$ cat config.mk
export PLATFORM = sky130hd
export DESIGN_NAME = mseu_ram
export DESIGN_NICKNAME = d
export VERILOG_FILES = /design/src/rtl/core/mips_subset_execute_unit_macros.svh /design/src/rtl/core/mseu_ram.sv
export SDC_FILE = /design/constraint.sdc
export NUM_CORES = 1
export LEC_CHECK = 0
export ABC_AREA = 1
export BUFFER_PORTS_ARGS = -buffer_cell sky130_fd_sc_hd__buf_2
export CAP_MARGIN = 30
export CORE_UTILIZATION = 30
export CTS_BUF_LIST = sky130_fd_sc_hd__clkbuf_8 sky130_fd_sc_hd__clkbuf_16
export DETAILED_ROUTE_END_ITERATION = 7
export GPL_TIMING_DRIVEN = 0
export PLACE_DENSITY = 0.57
export SYNTH_ARGS = -nofsm -noshare
export SYNTH_HDL_FRONTEND = slang
export SYNTH_SLANG_ARGS = --single-unit
$ cat constraint.sdc
create_clock -name clk -period 2.4 [get_ports clk]
set_clock_uncertainty 0.1 [all_clocks]
set_input_delay 0.12 -clock clk [delete_from_list [all_inputs] [get_ports clk]]
set_output_delay 0.12 -clock clk [all_outputs]
set_load 0.005 [all_outputs]
$ cat src/rtl/core/mips_subset_execute_unit_macros.svh
// Assertion macros shared by the execute unit RTL.
// Depends on nothing; users provide clk and rst_n in scope.
`ifndef MIPS_SUBSET_EXECUTE_UNIT_MACROS_SVH
`define MIPS_SUBSET_EXECUTE_UNIT_MACROS_SVH

// Same-cycle implication, checked outside reset.
`define MSEU_ASSERT_IMPL(label, ante, cons) \
    label: assert property (@(posedge clk) disable iff (!rst_n) (ante) |-> (cons)) \
        else $error("execute unit check failed");

// Next-cycle implication, checked outside reset.
`define MSEU_ASSERT_NEXT(label, ante, cons) \
    label: assert property (@(posedge clk) disable iff (!rst_n) (ante) |=> (cons)) \
        else $error("execute unit check failed");

`endif

$ cat src/rtl/core/mseu_ram.sv
// Generic single-write, single-read synchronous RAM with registered read data.
// Depends on nothing.
module mseu_ram #(
    parameter int WIDTH = 32,
    parameter int DEPTH = 32
) (
    input  logic                     clk,
    input  logic                     we,
    input  logic [$clog2(DEPTH)-1:0] waddr,
    input  logic [WIDTH-1:0]         wdata,
    input  logic [$clog2(DEPTH)-1:0] raddr,
    output logic [WIDTH-1:0]         rdata
);

    logic [WIDTH-1:0] mem_reg [DEPTH];
    logic [WIDTH-1:0] rdata_reg;

    // Write port; a read of the same entry in the same cycle returns old data.
    always_ff @(posedge clk)
    begin
        if (we)
        begin
            mem_reg[waddr] <= wdata;
        end
        rdata_reg <= mem_reg[raddr];
    end

    assign rdata = rdata_reg;

endmodule

==> impl_metrics.ini <==
[logic_synthesis]
yosysSeqAreaShare_pct = 74.02
synthesis.nets = 3580
yosys_register_bits = 1056
avgSynthCellArea_um2 = 11.99
synth_area_mm2 = 0.04241
synthCells = 3536
synth_warnings = 0
ys_types = 14

[routing]
vias = 28105
drt_iter0_markers = 3185
via_per_inst = 4.878
dr.pass1.iters = 6
ant_nets = 0
drt-total-wl_um = 132600
drc = 0
wl_per_cell_um = 23.01

[die]
initial_utilization_pct = 30.32
fp.dieW_um = 378.0
ios = 76
design.die.area_mm2 = 0.1429
core-area_mm2 = 0.1399
rows = 137
die_h_um = 378.0

[clock_network]
cts_max_level = 3
cts_tree = done
cts_buffers = 111
cts_root_buf = clkbuf_16
insertion_delay_ns = 0.72
clock_sinks = 1056
clockBufferDepth = 3
path_clk_slew_ns = 0.06

[worst_setup_path]
rr_startpoint = mem_reg[27][11]
end_kind = register
crit_path_start_kind = input port
path_max_fanout = 10
r2r_setup_slack_ns = 0.80
crit_chain = dlygate4sd3_1, clkbuf_1, inv_1, clkbuf_1, nand2_1, nand2_1
crit_family = buffers and inverters
cp_num_buf_inv = 4
crit_required_ns = 2.81
reg2regPathDepth = 8
arrival_ns = 2.31
cp_num_cells = 6
crit_slowest_cell = dlygate4sd3_1
slowest_delay_ns = 0.63
path_class = in2reg
r2r_end = rdata[11]

[cells_and_area]
fin_cells = 5762
design_area_mm2 = 0.04992
area_growth_pct = 17.72
largest_reg_flops = 1024
fillers = 13620
final_cell_mix = nand2_1 (1440), edfxtp_1 (1024), nand3_1 (780)
layout_commonest_cell = nand2_1
final_nets = 3832
drive_gt1_share_pct = 12.06

[placement]
hpwlAfterDp_um = 87790
placed_area_mm2 = 0.04606
place.gp.congestion = 0.8497
dp.cells = 5518
port_buffers = 72

[pwr]
power_per_cell_area_mw_per_mm2 = 804.0
pwr-share-clk_pct = 41.6
total_power_mw = 40.14
p_leak_nw = 18.24
intPower_mw = 30.61
seqPwrFrac_pct = 51.2
p_sw_share_pct = 23.74
combPwrFrac_pct = 7.2
irDropWorstVdd_mv = 0.6218
p_sw_mw = 9.529

[sta]
fin_crit_ns = 1.897
rsz0062_at_grt = false
setup_violations = 0
slew_viol_final = 0
final-hold-violation-count = 0
slew-limit-headroom_pct = 28.92
max_freq_mhz = 527.1
post-route-period-util_pct = 79.05
worst_pin_slew_ns = 1.066

[grt]
grt_pass1_vias = 27095
grt_pass1_wl_um = 189400
antenna_found_initial = 10
grt.overflow.total = 0
grt_usage_pct = 18.41
grt_max_degree = 33

[min_path]
holdPathEnd = mem_reg[15][12]
hp-start = waddr[2]
min_path_cells = 3
hp-class = in2reg

[outcome]
status = completed

[run]
max-cap-violations = 0
[cells by family (layout without fill, tap and decap cells)]
logic type | after synthesis | after routing | synth area share, %
and+or+nand+nor | 2252 | 2252 | 22.24
DFF | 1056 | 1056 | 74.02
buffers and inverters | 228 | 574 | 3.741
other | 0 | 4 | 0
[layer usage]
layer	wire length (um)	up-vias	global-route usage, %
met3	10990	218	3.157
li1	-	12865	-
met1	54210	13808	24.48
met5	0	-	0
met4	4230	0	6.424
met2	63160	1214	30.21
[worst max-delay path by stage]
stage                  start               to  slack, ns
global placement    waddr[0]  mem_reg[24][23]      -2.02
global route        waddr[1]  mem_reg[29][24]       0.51
finish              raddr[4]        rdata[19]       0.50
detailed placement  waddr[1]  mem_reg[29][22]      -0.09
floorplan           waddr[0]    mem_reg[8][0]       0.10
CTS                 raddr[4]        rdata[19]       0.60
[worst register-to-register path, cell delays in order (launching register included)]
cell and delay, ns:
edfxtp_1 0.36, nand2_1 0.07, nand3_1 0.10, nand3_1 0.12, nand2_1 0.08, nand2_1 0.10, nand2_1 0.17, nand2_1 0.20
nand2_1 0.15
[power by group through the flow]
| stage | sequential, mW | clock [mW] | combinational, mW |
|---|---|---|---|
| after global routing | 20.6 | 17.5 | 3.10 |
| after floorplan | 21.0 | 0 | 1.41 |
| after CTS | 20.6 | 16.8 | 2.87 |
| after global placement | 21.0 | 0 | 2.72 |
| final | 20.6 | 16.7 | 2.88 |
| after detailed placement | 21.0 | 0 | 2.81 |
[synth_stat cells (all sizes together)]
master / instances / area share, %
nor2: 32 / 0.28
inv: 10 / 0.11
edfxtp: 1024 / 73
nand2: 1440 / 13
clkbuf: 24 / 0.21
buf: 194 / 3.4
nand3: 780 / 9.2
dfxtp: 32 / 1.5
[layout make-up]
cell class	instances	area, um^2	share of cell area [%]
clock buffers	112	2803	5.614
inverters	10	45.04	0.09023
plain buffers	218	1541	3.088
flip-flops and latches	1056	31390	62.88
clock inverters	95	720.7	1.444
multi-input cells	2252	9669	19.37
repair buffers	139	1395	2.795
diodes	4	10.01	0.02005
well taps	1876	2347	4.702
[through the flow]
stage | setup slack [ns] | util [%] | hold WS (ns) | TNS, ns
6_report | 0.5027 | 35.69 | 0.1045 | 0
5_1_grt | 0.5091 | 35.69 | 0.1243 | 0
4_1_cts | 0.6019 | 35.68 | 0.07016 | 0
3_5_place_dp | -0.09470 | 32.93 | 0.3972 | -8.575
3_3_place_gp | -2.024 | 32.25 | 0.4002 | -1724.17
2_1_floorplan | 0.1035 | - | 0.1189 | 0
[timing repair]
| item | CTS | global route |
|---|---|---|
| setup endpoints to repair | 0 | 0 |
| resized for setup | 0 | 0 |
| hold endpoints to repair | 1026 | 0 |
| setup buffers | 0 | 0 |
| hold buffers | 33 | 0 |
(Power assumes the default switching activity.)
