--- src/rtl/core/mips_subset_execute_unit_macros.svh ---
// Assertion macros shared by the execute unit RTL.
// Depends on nothing; users provide clk and rst_n in scope.
`ifndef MIPS_SUBSET_EXECUTE_UNIT_MACROS_SVH
`define MIPS_SUBSET_EXECUTE_UNIT_MACROS_SVH

// Same-cycle implication, checked outside reset.
`define MSEU_ASSERT_IMPL(label, ante, cons) \
    label: assert property (@(posedge clk) disable iff (!rst_n) (ante) |-> (cons)) \
        else $error("execute unit check failed");

// Next-cycle implication, checked outside reset.
`define MSEU_ASSERT_NEXT(label, ante, cons) \
    label: assert property (@(posedge clk) disable iff (!rst_n) (ante) |=> (cons)) \
        else $error("execute unit check failed");

`endif

--- src/rtl/core/mseu_pkg.sv ---
// Shared constants, codes and types of the MIPS subset execute unit.
// Depends on nothing; the ALU, the result queue and the top level refer to it by scoped names.
package mseu_pkg;

    // Storage sizes.
    localparam int MEM_WORDS     = 256;
    localparam int MEM_ADDR_BITS = $clog2(MEM_WORDS);
    localparam int REG_COUNT     = 32;
    localparam int REG_ADDR_BITS = 5;
    localparam int INDEX_BITS    = 16;
    localparam int WORD_BITS     = 32;

    typedef logic [WORD_BITS-1:0]     word_t;
    typedef logic [MEM_ADDR_BITS-1:0] mem_addr_t;
    typedef logic [REG_ADDR_BITS-1:0] reg_addr_t;
    typedef logic [INDEX_BITS-1:0]    index_t;

    // Item operation codes.
    localparam logic [2:0] OPER_EXEC = 3'd0;
    localparam logic [2:0] OPER_WREG = 3'd1;
    localparam logic [2:0] OPER_WMEM = 3'd2;
    localparam logic [2:0] OPER_RREG = 3'd3;
    localparam logic [2:0] OPER_RMEM = 3'd4;

    // Instruction opcodes and R-type functions.
    localparam logic [5:0] OPC_RTYPE = 6'h00;
    localparam logic [5:0] OPC_ADDI  = 6'h08;
    localparam logic [5:0] OPC_BEQ   = 6'h04;
    localparam logic [5:0] OPC_BNE   = 6'h05;
    localparam logic [5:0] OPC_LW    = 6'h23;
    localparam logic [5:0] OPC_SW    = 6'h2B;
    localparam logic [5:0] FN_ADD    = 6'h20;
    localparam logic [5:0] FN_SUB    = 6'h22;
    localparam logic [5:0] FN_SLT    = 6'h2A;

    // Status codes.
    localparam logic [1:0] STATUS_OK    = 2'd0;
    localparam logic [1:0] STATUS_UNSUP = 2'd1;
    localparam logic [1:0] STATUS_RANGE = 2'd2;

    // One result word.
    typedef struct packed {
        word_t       read_value;
        logic [15:0] next_index;
        logic        branch_taken;
        logic [1:0]  status;
    } result_t;

    // Everything the execute logic decides for one item.
    typedef struct packed {
        logic      reg_we;
        reg_addr_t reg_waddr;
        word_t     reg_wdata;
        logic      mem_we;
        mem_addr_t mem_waddr;
        word_t     mem_wdata;
        logic      lw_go;
        mem_addr_t lw_addr;
        reg_addr_t lw_rt;
        logic      idx_we;
        index_t    idx_next;
        result_t   res;
    } alu_out_t;

endpackage

--- src/rtl/core/mseu_alu.sv ---
// Decode and execute logic for one item: ALU, address check, branch target.
// Depends on mseu_pkg.
module mseu_alu (
    input  logic [2:0]         oper,
    input  mseu_pkg::word_t    instr,
    input  logic [7:0]         tgt,
    input  mseu_pkg::word_t    wval,
    input  mseu_pkg::word_t    opa,
    input  mseu_pkg::word_t    opb,
    input  mseu_pkg::word_t    dval,
    input  mseu_pkg::index_t   idx,
    output mseu_pkg::alu_out_t result
);

    logic [5:0]             opc;
    logic [5:0]             fn;
    mseu_pkg::reg_addr_t    rt;
    mseu_pkg::reg_addr_t    rd;
    mseu_pkg::word_t        imm;
    mseu_pkg::word_t        addr;
    logic                   addr_oob;
    logic                   tgt_oob_mem;
    logic                   slt;
    logic                   eq;
    mseu_pkg::index_t       idx_inc;

    // Field split and address arithmetic shared by several instructions.
    assign opc  = instr[31:26];
    assign fn   = instr[5:0];
    assign rt   = instr[20:16];
    assign rd   = instr[15:11];
    assign imm  = {{16{instr[15]}}, instr[15:0]};
    assign addr = opa + imm;
    assign addr_oob = addr[31] ||
                      ({2'b00, addr[31:2]} >= 32'(mseu_pkg::MEM_WORDS));
    assign tgt_oob_mem = {24'd0, tgt} >= 32'(mseu_pkg::MEM_WORDS);
    assign slt = (opa ^ 32'h8000_0000) < (opb ^ 32'h8000_0000);
    assign eq  = opa == opb;
    assign idx_inc = idx + mseu_pkg::index_t'(1);

    always_comb
    begin
        result                  = '0;
        result.res.next_index   = 16'(idx);
        result.res.status       = mseu_pkg::STATUS_OK;
        result.lw_addr          = mseu_pkg::mem_addr_t'(addr[31:2]);
        result.lw_rt            = rt;
        result.idx_next         = idx_inc;

        unique case (oper)
            mseu_pkg::OPER_EXEC:
            begin
                result.idx_we = 1'b1;
                unique case (opc)
                    mseu_pkg::OPC_RTYPE:
                    begin
                        result.reg_waddr = rd;
                        unique case (fn)
                            mseu_pkg::FN_ADD:
                            begin
                                result.reg_we    = rd != '0;
                                result.reg_wdata = opa + opb;
                            end
                            mseu_pkg::FN_SUB:
                            begin
                                result.reg_we    = rd != '0;
                                result.reg_wdata = opa - opb;
                            end
                            mseu_pkg::FN_SLT:
                            begin
                                result.reg_we    = rd != '0;
                                result.reg_wdata = {31'd0, slt};
                            end
                            default:
                            begin
                                result.res.status = mseu_pkg::STATUS_UNSUP;
                            end
                        endcase
                    end
                    mseu_pkg::OPC_ADDI:
                    begin
                        result.reg_we    = rt != '0;
                        result.reg_waddr = rt;
                        result.reg_wdata = addr;
                    end
                    mseu_pkg::OPC_LW:
                    begin
                        // The load itself finishes in the memory stage.
                        if (addr_oob)
                        begin
                            result.res.status = mseu_pkg::STATUS_RANGE;
                        end
                        else
                        begin
                            result.lw_go = 1'b1;
                        end
                    end
                    mseu_pkg::OPC_SW:
                    begin
                        if (addr_oob)
                        begin
                            result.res.status = mseu_pkg::STATUS_RANGE;
                        end
                        else
                        begin
                            result.mem_we    = 1'b1;
                            result.mem_waddr = mseu_pkg::mem_addr_t'(addr[31:2]);
                            result.mem_wdata = opb;
                        end
                    end
                    mseu_pkg::OPC_BEQ,
                    mseu_pkg::OPC_BNE:
                    begin
                        if ((opc == mseu_pkg::OPC_BEQ) ? eq : !eq)
                        begin
                            result.res.branch_taken = 1'b1;
                            result.idx_next = idx_inc + mseu_pkg::index_t'(imm);
                        end
                    end
                    default:
                    begin
                        result.res.status = mseu_pkg::STATUS_UNSUP;
                    end
                endcase
                result.res.next_index = 16'(result.idx_next);
            end
            mseu_pkg::OPER_WREG,
            mseu_pkg::OPER_RREG:
            begin
                if (tgt > 8'd31)
                begin
                    result.res.status = mseu_pkg::STATUS_RANGE;
                end
                else if (oper == mseu_pkg::OPER_WREG)
                begin
                    result.reg_we    = tgt[4:0] != '0;
                    result.reg_waddr = tgt[4:0];
                    result.reg_wdata = wval;
                end
                else
                begin
                    result.res.read_value = opa;
                end
            end
            mseu_pkg::OPER_WMEM,
            mseu_pkg::OPER_RMEM:
            begin
                if (tgt_oob_mem)
                begin
                    result.res.status = mseu_pkg::STATUS_RANGE;
                end
                else if (oper == mseu_pkg::OPER_WMEM)
                begin
                    result.mem_we    = 1'b1;
                    result.mem_waddr = mseu_pkg::mem_addr_t'(tgt);
                    result.mem_wdata = wval;
                end
                else
                begin
                    result.res.read_value = dval;
                end
            end
            default:
            begin
                result.res.status = mseu_pkg::STATUS_UNSUP;
            end
        endcase
    end

endmodule

--- config.mk ---
export PLATFORM = sky130hd
export DESIGN_NAME = mseu_alu
export DESIGN_NICKNAME = d
export VERILOG_FILES = /design/src/rtl/core/mips_subset_execute_unit_macros.svh /design/src/rtl/core/mseu_pkg.sv /design/src/rtl/core/mseu_alu.sv
export SDC_FILE = /design/constraint.sdc
export NUM_CORES = 1
export LEC_CHECK = 0
export BUFFER_PORTS_ARGS = -buffer_cell sky130_fd_sc_hd__buf_2
export CORE_AREA = 2 2 133 135
export DETAILED_ROUTE_END_ITERATION = 16
export DIE_AREA = 0 0 135 137
export PLACE_DENSITY = 0.82
export SLEW_MARGIN = 10
export SYNTH_ARGS = -nofsm -noshare
export SYNTH_HDL_FRONTEND = slang
export SYNTH_SLANG_ARGS = --single-unit
--- constraint.sdc ---
create_clock -name vclk -period 4.8
set_input_delay 0 -clock vclk [all_inputs]
set_output_delay 0 -clock vclk [all_outputs]
set_load 0.02 [all_outputs]
==> impl_metrics.tcl <==
set metrics [dict create \
    final_nets 1839 \
    worstHoldStart "instr[17]" \
    dp.cells 1761 \
    gr-total-overflow 0 \
    avgSynthCellArea_um2 6.69 \
    hold_violations 0 \
    track_usage 0.391 \
    via_count 11300 \
    ctsResizeCount 0 \
    yosysUniqueCellTypes 83 \
    finalWeightedCongestion 1.03 \
    place_area_um2 10200 \
    period_needed_ps 4250 \
    viasPerCell 6.40 \
    dieArea_um2 18500 \
    grt_max_degree 43 \
    crit_start "opa[0]" \
    drc_errors 0 \
    netlist_top_cells_count "117 x o21ai_0, 110 x ha_1, 107 x nand2_1" \
    nClkBuffers 0 \
    power.density_nw_per_um2 124 \
    routed_wl_um 38400 \
    fin_total_pwr_mw 1.26 \
    synth_fp_nets 1556 \
    status "finished, final reports clean" \
    yosys_warnings 0 \
    worstPathArrival_ps 4250 \
    use_met3 0.0530 \
    tns_ps 0 \
    wl_per_cell_um 21.7 \
    die_h_um 137 \
    gr-usage-met1 0.465 \
    cap_violations 0 \
    cp-start-kind "input pin" \
    slew_headroom 0.244 \
    finalSetupViolations 0 \
    start_util 0.492 \
    yosysMostFrequentCell "o21ai_0" \
    hold_buffers 0 \
    hold_depth 2 \
    fin_area_um2 10200 \
    p_leak_nw 5.02 \
    crit_fanout 41 \
    worst_pin_slew_ps 1130 \
    rows 48 \
    antenna_left 0 \
    grt_first_pass_wirelength_um 56300 \
    antenna_found_initial 6 \
    die_x_um 135 \
    instances_no_fill 1767 \
    core_um2 17100 \
    cts_setup_buffers 0 \
    period_share 0.885 \
    hp-class "input pin to output port" \
    finalMaxSlewViolations 0 \
    yosysSeqAreaShare 0 \
    netlist_top_cells_area "ha_1 16%, a22o_1 7.8%, o21ai_0 7.0%" \
    ir_drop_v 0.0000763 \
    synth_cells 1255 \
    dp_hpwl_um 32100 \
    critical_path_required_ps 4800 \
    drt_iter0_drc 1034 \
    num_io_pins 348 \
    synth_top_area_share 0.164 \
    cp-end-kind "output port" \
    grt.busiest_layer "met2" \
    critical_path_class "input pin to output port" \
    drive_gt1_frac 0.260 \
    rsz0062_at_grt "false" \
    port_buffers 343 \
    design.seq.count 0 \
    fmax_ghz 0.235 \
    syn2layout_area_growth_pct 21.4 \
    firstDrtPassIters 6 \
    seq_area_um2 0 \
    grt_pass1_vias 10200 \
    syn-cell-area_um2 8390 \
    met2_usage 0.671 \
    synth_largest_area_cell "ha_1" \
]
## path summary, 6_finish.rpt
check,to,slack [ps]
setup / recovery,result[120],550
hold / removal,result[69],250
## cell usage in the layout (no fill, tap or decap), types with 20 or more instances in the layout
cell type and instances:
xnor2_1 56, xor2_1 22, o21a_1 23, a22oi_1 27, ha_1 110, inv_1 81, a22o_1 75, nand3_1 20
o21ai_0 117, nand2_1 107, buf_2 343, a21o_1 29, a21oi_1 94, nor2_1 96, o21bai_1 21, nor3_1 36
## metal layers
layer	vias up	routed length, µm	share of wire
met2	708	17600	0.46
met4	0	2720	0.071
met5	-	0	0
met3	138	3770	0.098
met1	5187	14300	0.37
li1	5272	-	-
## stage by stage
stage / utilization / hold slack, ps / worst slack (ps)
floorplan: - / 113 / 1640
global placement: 0.596 / 254 / 768
detailed placement: 0.596 / 255 / 705
CTS: 0.596 / 256 / 690
global route: 0.597 / 274 / 300
finish: 0.597 / 254 / 550
## report_power, final
part / total (mW) / internal [mW] / switching (mW)
Clock: 0.000000167 / 0.000000167 / 0
Combinational: 1.26 / 0.471 / 0.794
Sequential: 0 / 0 / 0
Total: 1.26 / 0.471 / 0.794
## kinds of logic after synthesis
logic type,after synthesis,synth area share
XOR/XNOR,78,0.0814
multiplexers,20,0.0255
adder cells (fa/ha/maj),114,0.174
AND/OR/NAND/NOR,378,0.223
buffers and inverters,156,0.0778
AO/OA/AOI/OAI,509,0.418
## worst max-delay path: stages
cell,delay (ps)
buf_2,160
ha_1,230
fa_1,430
a211oi_1,410
o211ai_2,240
a2111o_1,480
nand3_2,120
a311oi_1,110
a2111oi_2,290
o21ai_0,210
nor3_1,320
nand3_2,200
nor3_4,150
buf_4,450
a22o_1,240
buf_2,180
## area by class of cell
cell class	instances	area, µm²
Timing Repair Buffer	356	1810
Fill cell	1704	6870
Inverter	81	304
Multi-Input combinational cell	1099	7770
Tap cell	225	282
Antenna cell	6	15.0
No activity file was read; power rests on OpenSTA's default activity.
