**config.mk**
```make
export PLATFORM = sky130hd
export DESIGN_NAME = mseu_result_fifo
export DESIGN_NICKNAME = d
export VERILOG_FILES = /design/src/rtl/core/mips_subset_execute_unit_macros.svh /design/src/rtl/core/mseu_pkg.sv /design/src/rtl/core/mseu_result_fifo.sv
export SDC_FILE = /design/constraint.sdc
export NUM_CORES = 1
export LEC_CHECK = 0
export BUFFER_PORTS_ARGS = -buffer_cell sky130_fd_sc_hd__clkbuf_2
export CORE_MARGIN = 4
export CORE_UTILIZATION = 40
export DETAILED_ROUTE_END_ITERATION = 8
export PLACE_DENSITY = 0.65
export SLEW_MARGIN = 20
export SYNTH_ARGS = -nofsm -noshare
export SYNTH_HDL_FRONTEND = slang
export SYNTH_SLANG_ARGS = --single-unit
export TNS_END_PERCENT = 10
```
**constraint.sdc**
```tcl
create_clock -name clk -period 6.3 [get_ports clk]
set_clock_uncertainty 0.1 [all_clocks]
set_input_delay 0.315 -clock clk [delete_from_list [all_inputs] [get_ports clk]]
set_output_delay 0.315 -clock clk [all_outputs]
set_load 0.05 [all_outputs]
```
**src/rtl/core/mips_subset_execute_unit_macros.svh**
```systemverilog
// Assertion macros shared by the execute unit RTL.
// Depends on nothing; users provide clk and rst_n in scope.
`ifndef MIPS_SUBSET_EXECUTE_UNIT_MACROS_SVH
`define MIPS_SUBSET_EXECUTE_UNIT_MACROS_SVH

// Same-cycle implication, checked outside reset.
`define MSEU_ASSERT_IMPL(label, ante, cons) \
    label: assert property (@(posedge clk) disable iff (!rst_n) (ante) |-> (cons)) \
        else $error("execute unit check failed");

// Next-cycle implication, checked outside reset.
`define MSEU_ASSERT_NEXT(label, ante, cons) \
    label: assert property (@(posedge clk) disable iff (!rst_n) (ante) |=> (cons)) \
        else $error("execute unit check failed");

`endif

```
**src/rtl/core/mseu_pkg.sv**
```systemverilog
// Shared constants, codes and types of the MIPS subset execute unit.
// Depends on nothing; the ALU, the result queue and the top level refer to it by scoped names.
package mseu_pkg;

    // Storage sizes.
    localparam int MEM_WORDS     = 256;
    localparam int MEM_ADDR_BITS = $clog2(MEM_WORDS);
    localparam int REG_COUNT     = 32;
    localparam int REG_ADDR_BITS = 5;
    localparam int INDEX_BITS    = 16;
    localparam int WORD_BITS     = 32;

    typedef logic [WORD_BITS-1:0]     word_t;
    typedef logic [MEM_ADDR_BITS-1:0] mem_addr_t;
    typedef logic [REG_ADDR_BITS-1:0] reg_addr_t;
    typedef logic [INDEX_BITS-1:0]    index_t;

    // Item operation codes.
    localparam logic [2:0] OPER_EXEC = 3'd0;
    localparam logic [2:0] OPER_WREG = 3'd1;
    localparam logic [2:0] OPER_WMEM = 3'd2;
    localparam logic [2:0] OPER_RREG = 3'd3;
    localparam logic [2:0] OPER_RMEM = 3'd4;

    // Instruction opcodes and R-type functions.
    localparam logic [5:0] OPC_RTYPE = 6'h00;
    localparam logic [5:0] OPC_ADDI  = 6'h08;
    localparam logic [5:0] OPC_BEQ   = 6'h04;
    localparam logic [5:0] OPC_BNE   = 6'h05;
    localparam logic [5:0] OPC_LW    = 6'h23;
    localparam logic [5:0] OPC_SW    = 6'h2B;
    localparam logic [5:0] FN_ADD    = 6'h20;
    localparam logic [5:0] FN_SUB    = 6'h22;
    localparam logic [5:0] FN_SLT    = 6'h2A;

    // Status codes.
    localparam logic [1:0] STATUS_OK    = 2'd0;
    localparam logic [1:0] STATUS_UNSUP = 2'd1;
    localparam logic [1:0] STATUS_RANGE = 2'd2;

    // One result word.
    typedef struct packed {
        word_t       read_value;
        logic [15:0] next_index;
        logic        branch_taken;
        logic [1:0]  status;
    } result_t;

    // Everything the execute logic decides for one item.
    typedef struct packed {
        logic      reg_we;
        reg_addr_t reg_waddr;
        word_t     reg_wdata;
        logic      mem_we;
        mem_addr_t mem_waddr;
        word_t     mem_wdata;
        logic      lw_go;
        mem_addr_t lw_addr;
        reg_addr_t lw_rt;
        logic      idx_we;
        index_t    idx_next;
        result_t   res;
    } alu_out_t;

endpackage

```
**src/rtl/core/mseu_result_fifo.sv**
```systemverilog
// Two-entry result queue that decouples the execute pipeline from the receiver.
// Depends on mseu_pkg.
module mseu_result_fifo (
    input  logic              clk,
    input  logic              rst_n,
    input  logic              push,
    input  mseu_pkg::result_t push_data,
    input  logic              pop_ready,
    output logic              head_valid,
    output mseu_pkg::result_t head_data,
    output logic [1:0]        count
);

    mseu_pkg::result_t entry_reg [2];
    logic              wptr_reg;
    logic              rptr_reg;
    logic [1:0]        count_reg;
    logic [1:0]        count_next;
    logic              pop;

    assign head_valid = count_reg != 2'd0;
    assign head_data  = entry_reg[rptr_reg];
    assign pop        = head_valid && pop_ready;
    assign count      = count_reg;

    // Occupancy follows pushes and pops.
    always_comb
    begin
        count_next = count_reg;
        if (push && !pop)
        begin
            count_next = count_reg + 2'd1;
        end
        else if (!push && pop)
        begin
            count_next = count_reg - 2'd1;
        end
    end

    // Pointers and occupancy.
    always_ff @(posedge clk or negedge rst_n)
    begin
        if (!rst_n)
        begin
            wptr_reg  <= 1'b0;
            rptr_reg  <= 1'b0;
            count_reg <= 2'd0;
        end
        else
        begin
            count_reg <= count_next;
            if (push)
            begin
                wptr_reg <= !wptr_reg;
            end
            if (pop)
            begin
                rptr_reg <= !rptr_reg;
            end
        end
    end

    // Entry storage.
    always_ff @(posedge clk)
    begin
        if (push)
        begin
            entry_reg[wptr_reg] <= push_data;
        end
    end

endmodule

```
==> results of run 1 <==
-- critical path, delay by kind of cell, from the launching register on --
kind	cells	cell delay [ns]
buffers and inverters	1	0.24
flip-flops	1	1.09
multiplexers	1	0.41
-- final cells by class --
type                            instances  area share (%)
Clock buffer                           11           2.668
Clock inverter                          4          0.8895
Multi-Input combinational cell         62           17.26
Sequential cell                       106           64.32
Tap cell                              133           3.380
Timing Repair Buffer                  111           11.49
-- cells by family (layout without fill, tap and decap cells) --
logic type,Yosys count,after routing,share of synthesized area [%]
flip-flops,106,106,76.86
multiplexers,51,51,18.43
buffers and inverters,6,126,2.706
XOR/XNOR,5,5,1.064
AND/OR/NAND/NOR,5,5,0.6386
adder cells (fa/ha/maj),1,1,0.3040
-- power groups by stage --
stage               sequential (mW)  combinational, mW  clock, mW
floorplan                      1.01               1.02          0
global placement               1.08               1.09          0
detailed placement             1.09               1.10          0
CTS                            1.07               1.10      0.398
global route                   1.09               1.13      0.421
finish                         1.07               1.08      0.382
-- metrics by stage --
step | setup slack [ns] | total power [mW] | instances | util, %
2_1_floorplan | 3.058 | 2.029 | 174 | -
3_3_place_gp | 4.139 | 2.173 | 411 | 47.82
3_5_place_dp | 4.118 | 2.188 | 411 | 47.82
4_1_cts | 3.717 | 2.571 | 427 | 49.68
5_1_grt | 3.654 | 2.642 | 427 | 49.68
6_report | 3.775 | 2.530 | 427 | 49.68
-- cells in the final DEF (no fill, tap or decap) --
cell and n:
dfrtp_4 1, clkbuf_2 108, clkbuf_1 2, bufinv_16 1
dfrtp_1 3, nand2_1 1, xor2_1 3, mux2_4 49
or2_1 1, xnor2_1 2, ha_1 1, and2_2 1
dlygate4sd3_1 1, nor2b_4 1, edfxtp_1 102, nor2_1 1
buf_4 2, clkinv_1 1, mux2_2 2, clkbuf_8 9
clkinv_2 2
-- routing by layer --
metal | vias up | routed length (um) | track usage (%)
li1 | 912 | - | -
met1 | 925 | 2442 | 11.97
met2 | 62 | 3477 | 19.75
met3 | 8 | 455 | 3.112
met4 | 0 | 113 | 5.343
met5 | - | 0 | 0
-- worst max-delay path by stage --
stage                                  to  slack (ns)
after floorplan           entry_reg[0][0]        3.06
after CTS                   head_data[43]        3.72
after global routing        head_data[43]        3.65
after global placement      head_data[44]        4.14
final                       head_data[43]        3.78
after detailed placement    head_data[44]        4.12
-- timing repair --
item                                    in CTS  in global routing
hold buffers                                 1                  0
endpoints found under the setup margin       0                  0
endpoints found under the hold margin        4                  0
==> results.sh, run 1 <==
export IMPL_internal_power_mw=1.483
export IMPL_root_buffer="clkbuf_8"
export IMPL_insertion_delay_ns=0.34
export IMPL_hold_viol=0
export IMPL_seq_area_frac_synth_pct=76.86
export IMPL_combinationalPowerShare_pct=42.7
export IMPL_final_antenna_net_count=0
export IMPL_synthTopCellsByArea="edfxtp_1, mux2_4, buf_12"
export IMPL_drv_cap=0
export IMPL_yosys_area_top_type="edfxtp_1"
export IMPL_worstPathCellList="mux2_2 > clkbuf_2"
export IMPL_synth_enable_flop_cells=102
export IMPL_r2r_slack_ns=4.31
export IMPL_syn_to_final_growth_pct=19.64
export IMPL_cts_max_path_buffers=2
export IMPL_die_area_mm2=0.01197
export IMPL_multiInputGateArea_um2=849.6
export IMPL_timing_fmax_mhz=396.0
export IMPL_fp_dieH_um=109.4
export IMPL_ioPinCount=109
export IMPL_cellLeakagePower_nw=2.009
export IMPL_post_dp_hpwl_um=4389
export IMPL_setup_viol=0
export IMPL_worst_pin_slew_ns=0.9836
export IMPL_arrival_ns=2.11
export IMPL_reg2reg_from="wptr_reg"
export IMPL_slew_headroom_pct=34.42
export IMPL_synth_cells=174
export IMPL_syn_mean_instance_area_um2=23.65
export IMPL_dr_first_iter_drc_count=52
export IMPL_p_per_area_mw_per_mm2=513.8
export IMPL_status="completed"
export IMPL_vias=1907
export IMPL_drive_gt1_share_pct=59.86
export IMPL_slowest_delay_ns=1.09
export IMPL_switching_share_pct=41.37
export IMPL_startpoint_type="flop"
export IMPL_fin_nets=346
export IMPL_ys_types=14
export IMPL_n_antenna_cell=0
export IMPL_rsz0062_at_grt="false"
export IMPL_crit_type="flop to primary output"
export IMPL_rows=36
export IMPL_min_to="entry_reg[0][6]"
export IMPL_overflow=0
export IMPL_rr_worst_depth=2
export IMPL_cts_buffers=9
export IMPL_cts_setup_buffers=0
export IMPL_grt_pass1_vias=2017
export IMPL_yosys_top_cells_count="edfxtp_1, mux2_4, buf_12"
export IMPL_holdWs_ns=0.05068
export IMPL_p_sw_mw=1.047
export IMPL_grt_usage_pct=11.04
export IMPL_fill_cells=836
export IMPL_ir_drop_mv=0.4540
export IMPL_gp_congestion=0.6607
export IMPL_cpMaxStageDelayCell="dfrtp_4"
export IMPL_wl_um=6488
export IMPL_area_sequential_mm2=0.003167
export IMPL_synthArstFlopShare_pct=3.774
export IMPL_h_tree_depth=3
export IMPL_cp_required_ns=5.88
export IMPL_start_util_pct=41.53
export IMPL_synthMostInstantiatedCell="edfxtp_1"
export IMPL_core_area_mm2=0.009910
export IMPL_largest_reg_flops=102
export IMPL_die_w_um=109.4
export IMPL_drc_errors=0
export IMPL_min_period_ns=2.525
export IMPL_hp_start="push_data[6]"
export IMPL_grt_max_degree=53
export IMPL_finalMaxSlewViolations=0
export IMPL_clock_sinks=106
export IMPL_ys_warn_count=0
export IMPL_wl_per_cell_um=15.19
export IMPL_rr_endpoint="entry_reg[0][48]"
export IMPL_cts_tree="done"
export IMPL_netlist_area_mm2=0.004115
export IMPL_antenna_found_initial=0
export IMPL_clk_pin_slew_ns=0.09
export IMPL_hp_class="input port to flop"
export IMPL_cts_repair_resized=0
export IMPL_viasPerCell=4.466
export IMPL_drt_pass1_iter_count=4
export IMPL_synth_fp_nets=230
export IMPL_io_buffers=108
export IMPL_endpoint_kind="primary output"
export IMPL_placed_area_mm2=0.004738
export IMPL_fin_area_mm2=0.004923
export IMPL_fin_crit_sh_pct=40.08
export IMPL_setup_tns_ns=0
export IMPL_p_seq_share_pct=42.2
export IMPL_clkPwrFrac_pct=15.1
export IMPL_holdPathStages=1
export IMPL_grt_pass1_wl_um=9701
export IMPL_synth_ff_type="edfxtp_1"
export IMPL_path_max_fanout=52
export IMPL_critPathLaunch="rptr_reg"
export IMPL_synth_top_cell_area_share_pct=74.43
export IMPL_ys_ff_latch=106
Power figures use the tool's default switching activity.
==> run 2, diff against run 1 <==
clock period = 2.6 ns   (was 6.3 ns; I/O delays follow)
==> results.sh, run 2 (same netlist as run 1, synthesis figures left out) <==
export IMPL_status="completed"
export IMPL_critical_path_top_delay_family="flip-flops"
export IMPL_cts_buffers=9
export IMPL_fill_cells=802
export IMPL_top_layer="met4"
export IMPL_grt_max_degree=30
export IMPL_cts_tree="done"
export IMPL_slew_headroom_pct=64.28
export IMPL_crit_buf_inv=2
export IMPL_slowest_delay_ns=0.77
export IMPL_reg2reg_from="count[0]"
export IMPL_cts_max_path_buffers=2
export IMPL_wl_met1_um=2962
export IMPL_die_area_mm2=0.01197
export IMPL_gp_congestion=0.6910
export IMPL_clock_sinks=106
export IMPL_crit_type="flop to primary output"
export IMPL_final_antenna_net_count=0
export IMPL_final_cell_mix="clkbuf_2, edfxtp_1, dlygate4sd3_1"
export IMPL_cellLeakagePower_nw=2.258
export IMPL_cts_setup_buffers=0
export IMPL_cp_required_ns=2.37
export IMPL_start_util_pct=41.53
export IMPL_rsz0062_at_grt="false"
export IMPL_worstPathCellList="buf_12 > mux2_4 > clkbuf_2"
export IMPL_placed_area_mm2=0.004773
export IMPL_p_seq_share_pct=39.7
export IMPL_hp_start="push_data[3]"
export IMPL_endpoint_kind="primary output"
export IMPL_critPathLaunch="rptr_reg"
export IMPL_switching_share_pct=41.41
export IMPL_viasPerCell=4.413
export IMPL_fin_area_mm2=0.005508
export IMPL_internal_power_mw=3.671
export IMPL_vias=2136
export IMPL_combinationalPowerShare_pct=45.2
export IMPL_drt_pass1_iter_count=4
export IMPL_ir_drop_mv=0.6438
export IMPL_die_w_um=109.4
export IMPL_arrival_ns=2.00
export IMPL_drive_gt1_share_pct=51.28
export IMPL_p_per_area_mw_per_mm2=1138
export IMPL_root_buffer="clkbuf_8"
export IMPL_wl_met2_um=3832
export IMPL_layout_commonest_cell="clkbuf_2"
export IMPL_grt_usage_pct=12.83
export IMPL_route_met3_wl_um=431
export IMPL_rows=36
export IMPL_hp_class="input port to flop"
export IMPL_core_area_mm2=0.009910
export IMPL_clkPwrFrac_pct=15.2
export IMPL_n_antenna_cell=0
export IMPL_largest_reg_flops=102
export IMPL_p_sw_mw=2.595
export IMPL_syn_to_final_growth_pct=33.84
export IMPL_holdWs_ns=0.4031
export IMPL_grt_pass1_vias=2315
export IMPL_fin_nets=403
export IMPL_fin_crit_sh_pct=85.64
export IMPL_io_buffers=108
export IMPL_grt_pass1_wl_um=11520
export IMPL_wl_um=7292
export IMPL_post_dp_hpwl_um=4547
export IMPL_min_period_ns=2.227
export IMPL_clk_pin_slew_ns=0.10
export IMPL_timing_fmax_mhz=449.1
export IMPL_wl_per_cell_um=15.07
export IMPL_startpoint_type="flop"
export IMPL_dr_first_iter_drc_count=71
export IMPL_h_tree_depth=3
export IMPL_path_max_fanout=28
export IMPL_final_util_pct=55.58
export IMPL_setup_viol=0
export IMPL_insertion_delay_ns=0.34
export IMPL_ioPinCount=109
export IMPL_antenna_found_initial=0
export IMPL_hold_viol=0
export IMPL_cpMaxStageDelayCell="dfrtp_4"
export IMPL_fp_dieH_um=109.4
export IMPL_worst_pin_slew_ns=0.5358
export IMPL_finalMaxSlewViolations=0
export IMPL_drv_cap=0
export IMPL_overflow=0
export IMPL_drc_errors=0
export IMPL_setup_tns_ns=0
[run 2: changes by cell type in the layout (fill, tap and decap cells not counted), sizes merged]
cell | previous run | this run
dlygate4sd3 | 1 | 55
clkinv | 3 | 4
clkbuf | 119 | 118
buf | 2 | 5
[run 2: worst paths after layout]
| path | end | slack, ns | depth (start not counted) |
|---|---|---|---|
| min in group asynchronous | count[0] | 0.57 | 3 |
| max in group asynchronous | rptr_reg | 1.64 | 3 |
| worst min register to register | count[1] | 0.44 | 1 |
| worst max-delay path | head_data[40] | 0.37 | 3 |
| worst max register to register | count[1] | 1.01 | 5 |
| worst min-delay path | entry_reg[1][3] | 0.40 | 2 |
[run 2: worst reg2reg max path: cells and delay by family (launching register included)]
family                     cells  cell delay [ns]
adders and majority gates      1             0.28
DFF                            1             0.44
and+or+nand+nor                3             0.53
xor gates and xnor gates       1             0.17
[run 2: cell type report]
class | instances | area, um2 | share of cell area [%]
sequential | 106 | 3167 | 57.50
timing repair buffer | 168 | 1141 | 20.72
multi-input combinational | 62 | 849.6 | 15.42
tap | 133 | 166.4 | 3.021
clock buffer | 10 | 127.6 | 2.317
clock inverter | 5 | 56.30 | 1.022
[run 2: stage by stage]
| stage | cells | total power, mW | setup slack [ns] |
|---|---|---|---|
| floorplan | 174 | 4.910 | 0.3388 |
| global route | 484 | 6.572 | 0.2554 |
| detailed placement | 414 | 5.330 | 0.7027 |
| finish | 484 | 6.266 | 0.3733 |
| global placement | 414 | 5.312 | 0.6965 |
| CTS | 484 | 6.350 | 0.3048 |
[run 2: what timing repair did]
item,CTS,global route
hold buffers,55,0
gates resized for setup,0,0
endpoints found under the hold margin,108,0
[run 2: power by group through the flow]
stage	clock network [mW]	registers [mW]	logic, mW
after floorplan	0	2.45	2.46
after global placement	0	2.53	2.79
after detailed placement	0	2.54	2.79
after CTS	0.987	2.50	2.87
after global routing	1.07	2.53	2.97
final	0.951	2.49	2.83
[run 2: routing by layer]
metal,vias to the layer above,GRT usage (%)
met1,1033,15.91
met4,0,4.541
met2,72,21.97
li1,1023,-
met3,8,2.995
met5,-,0
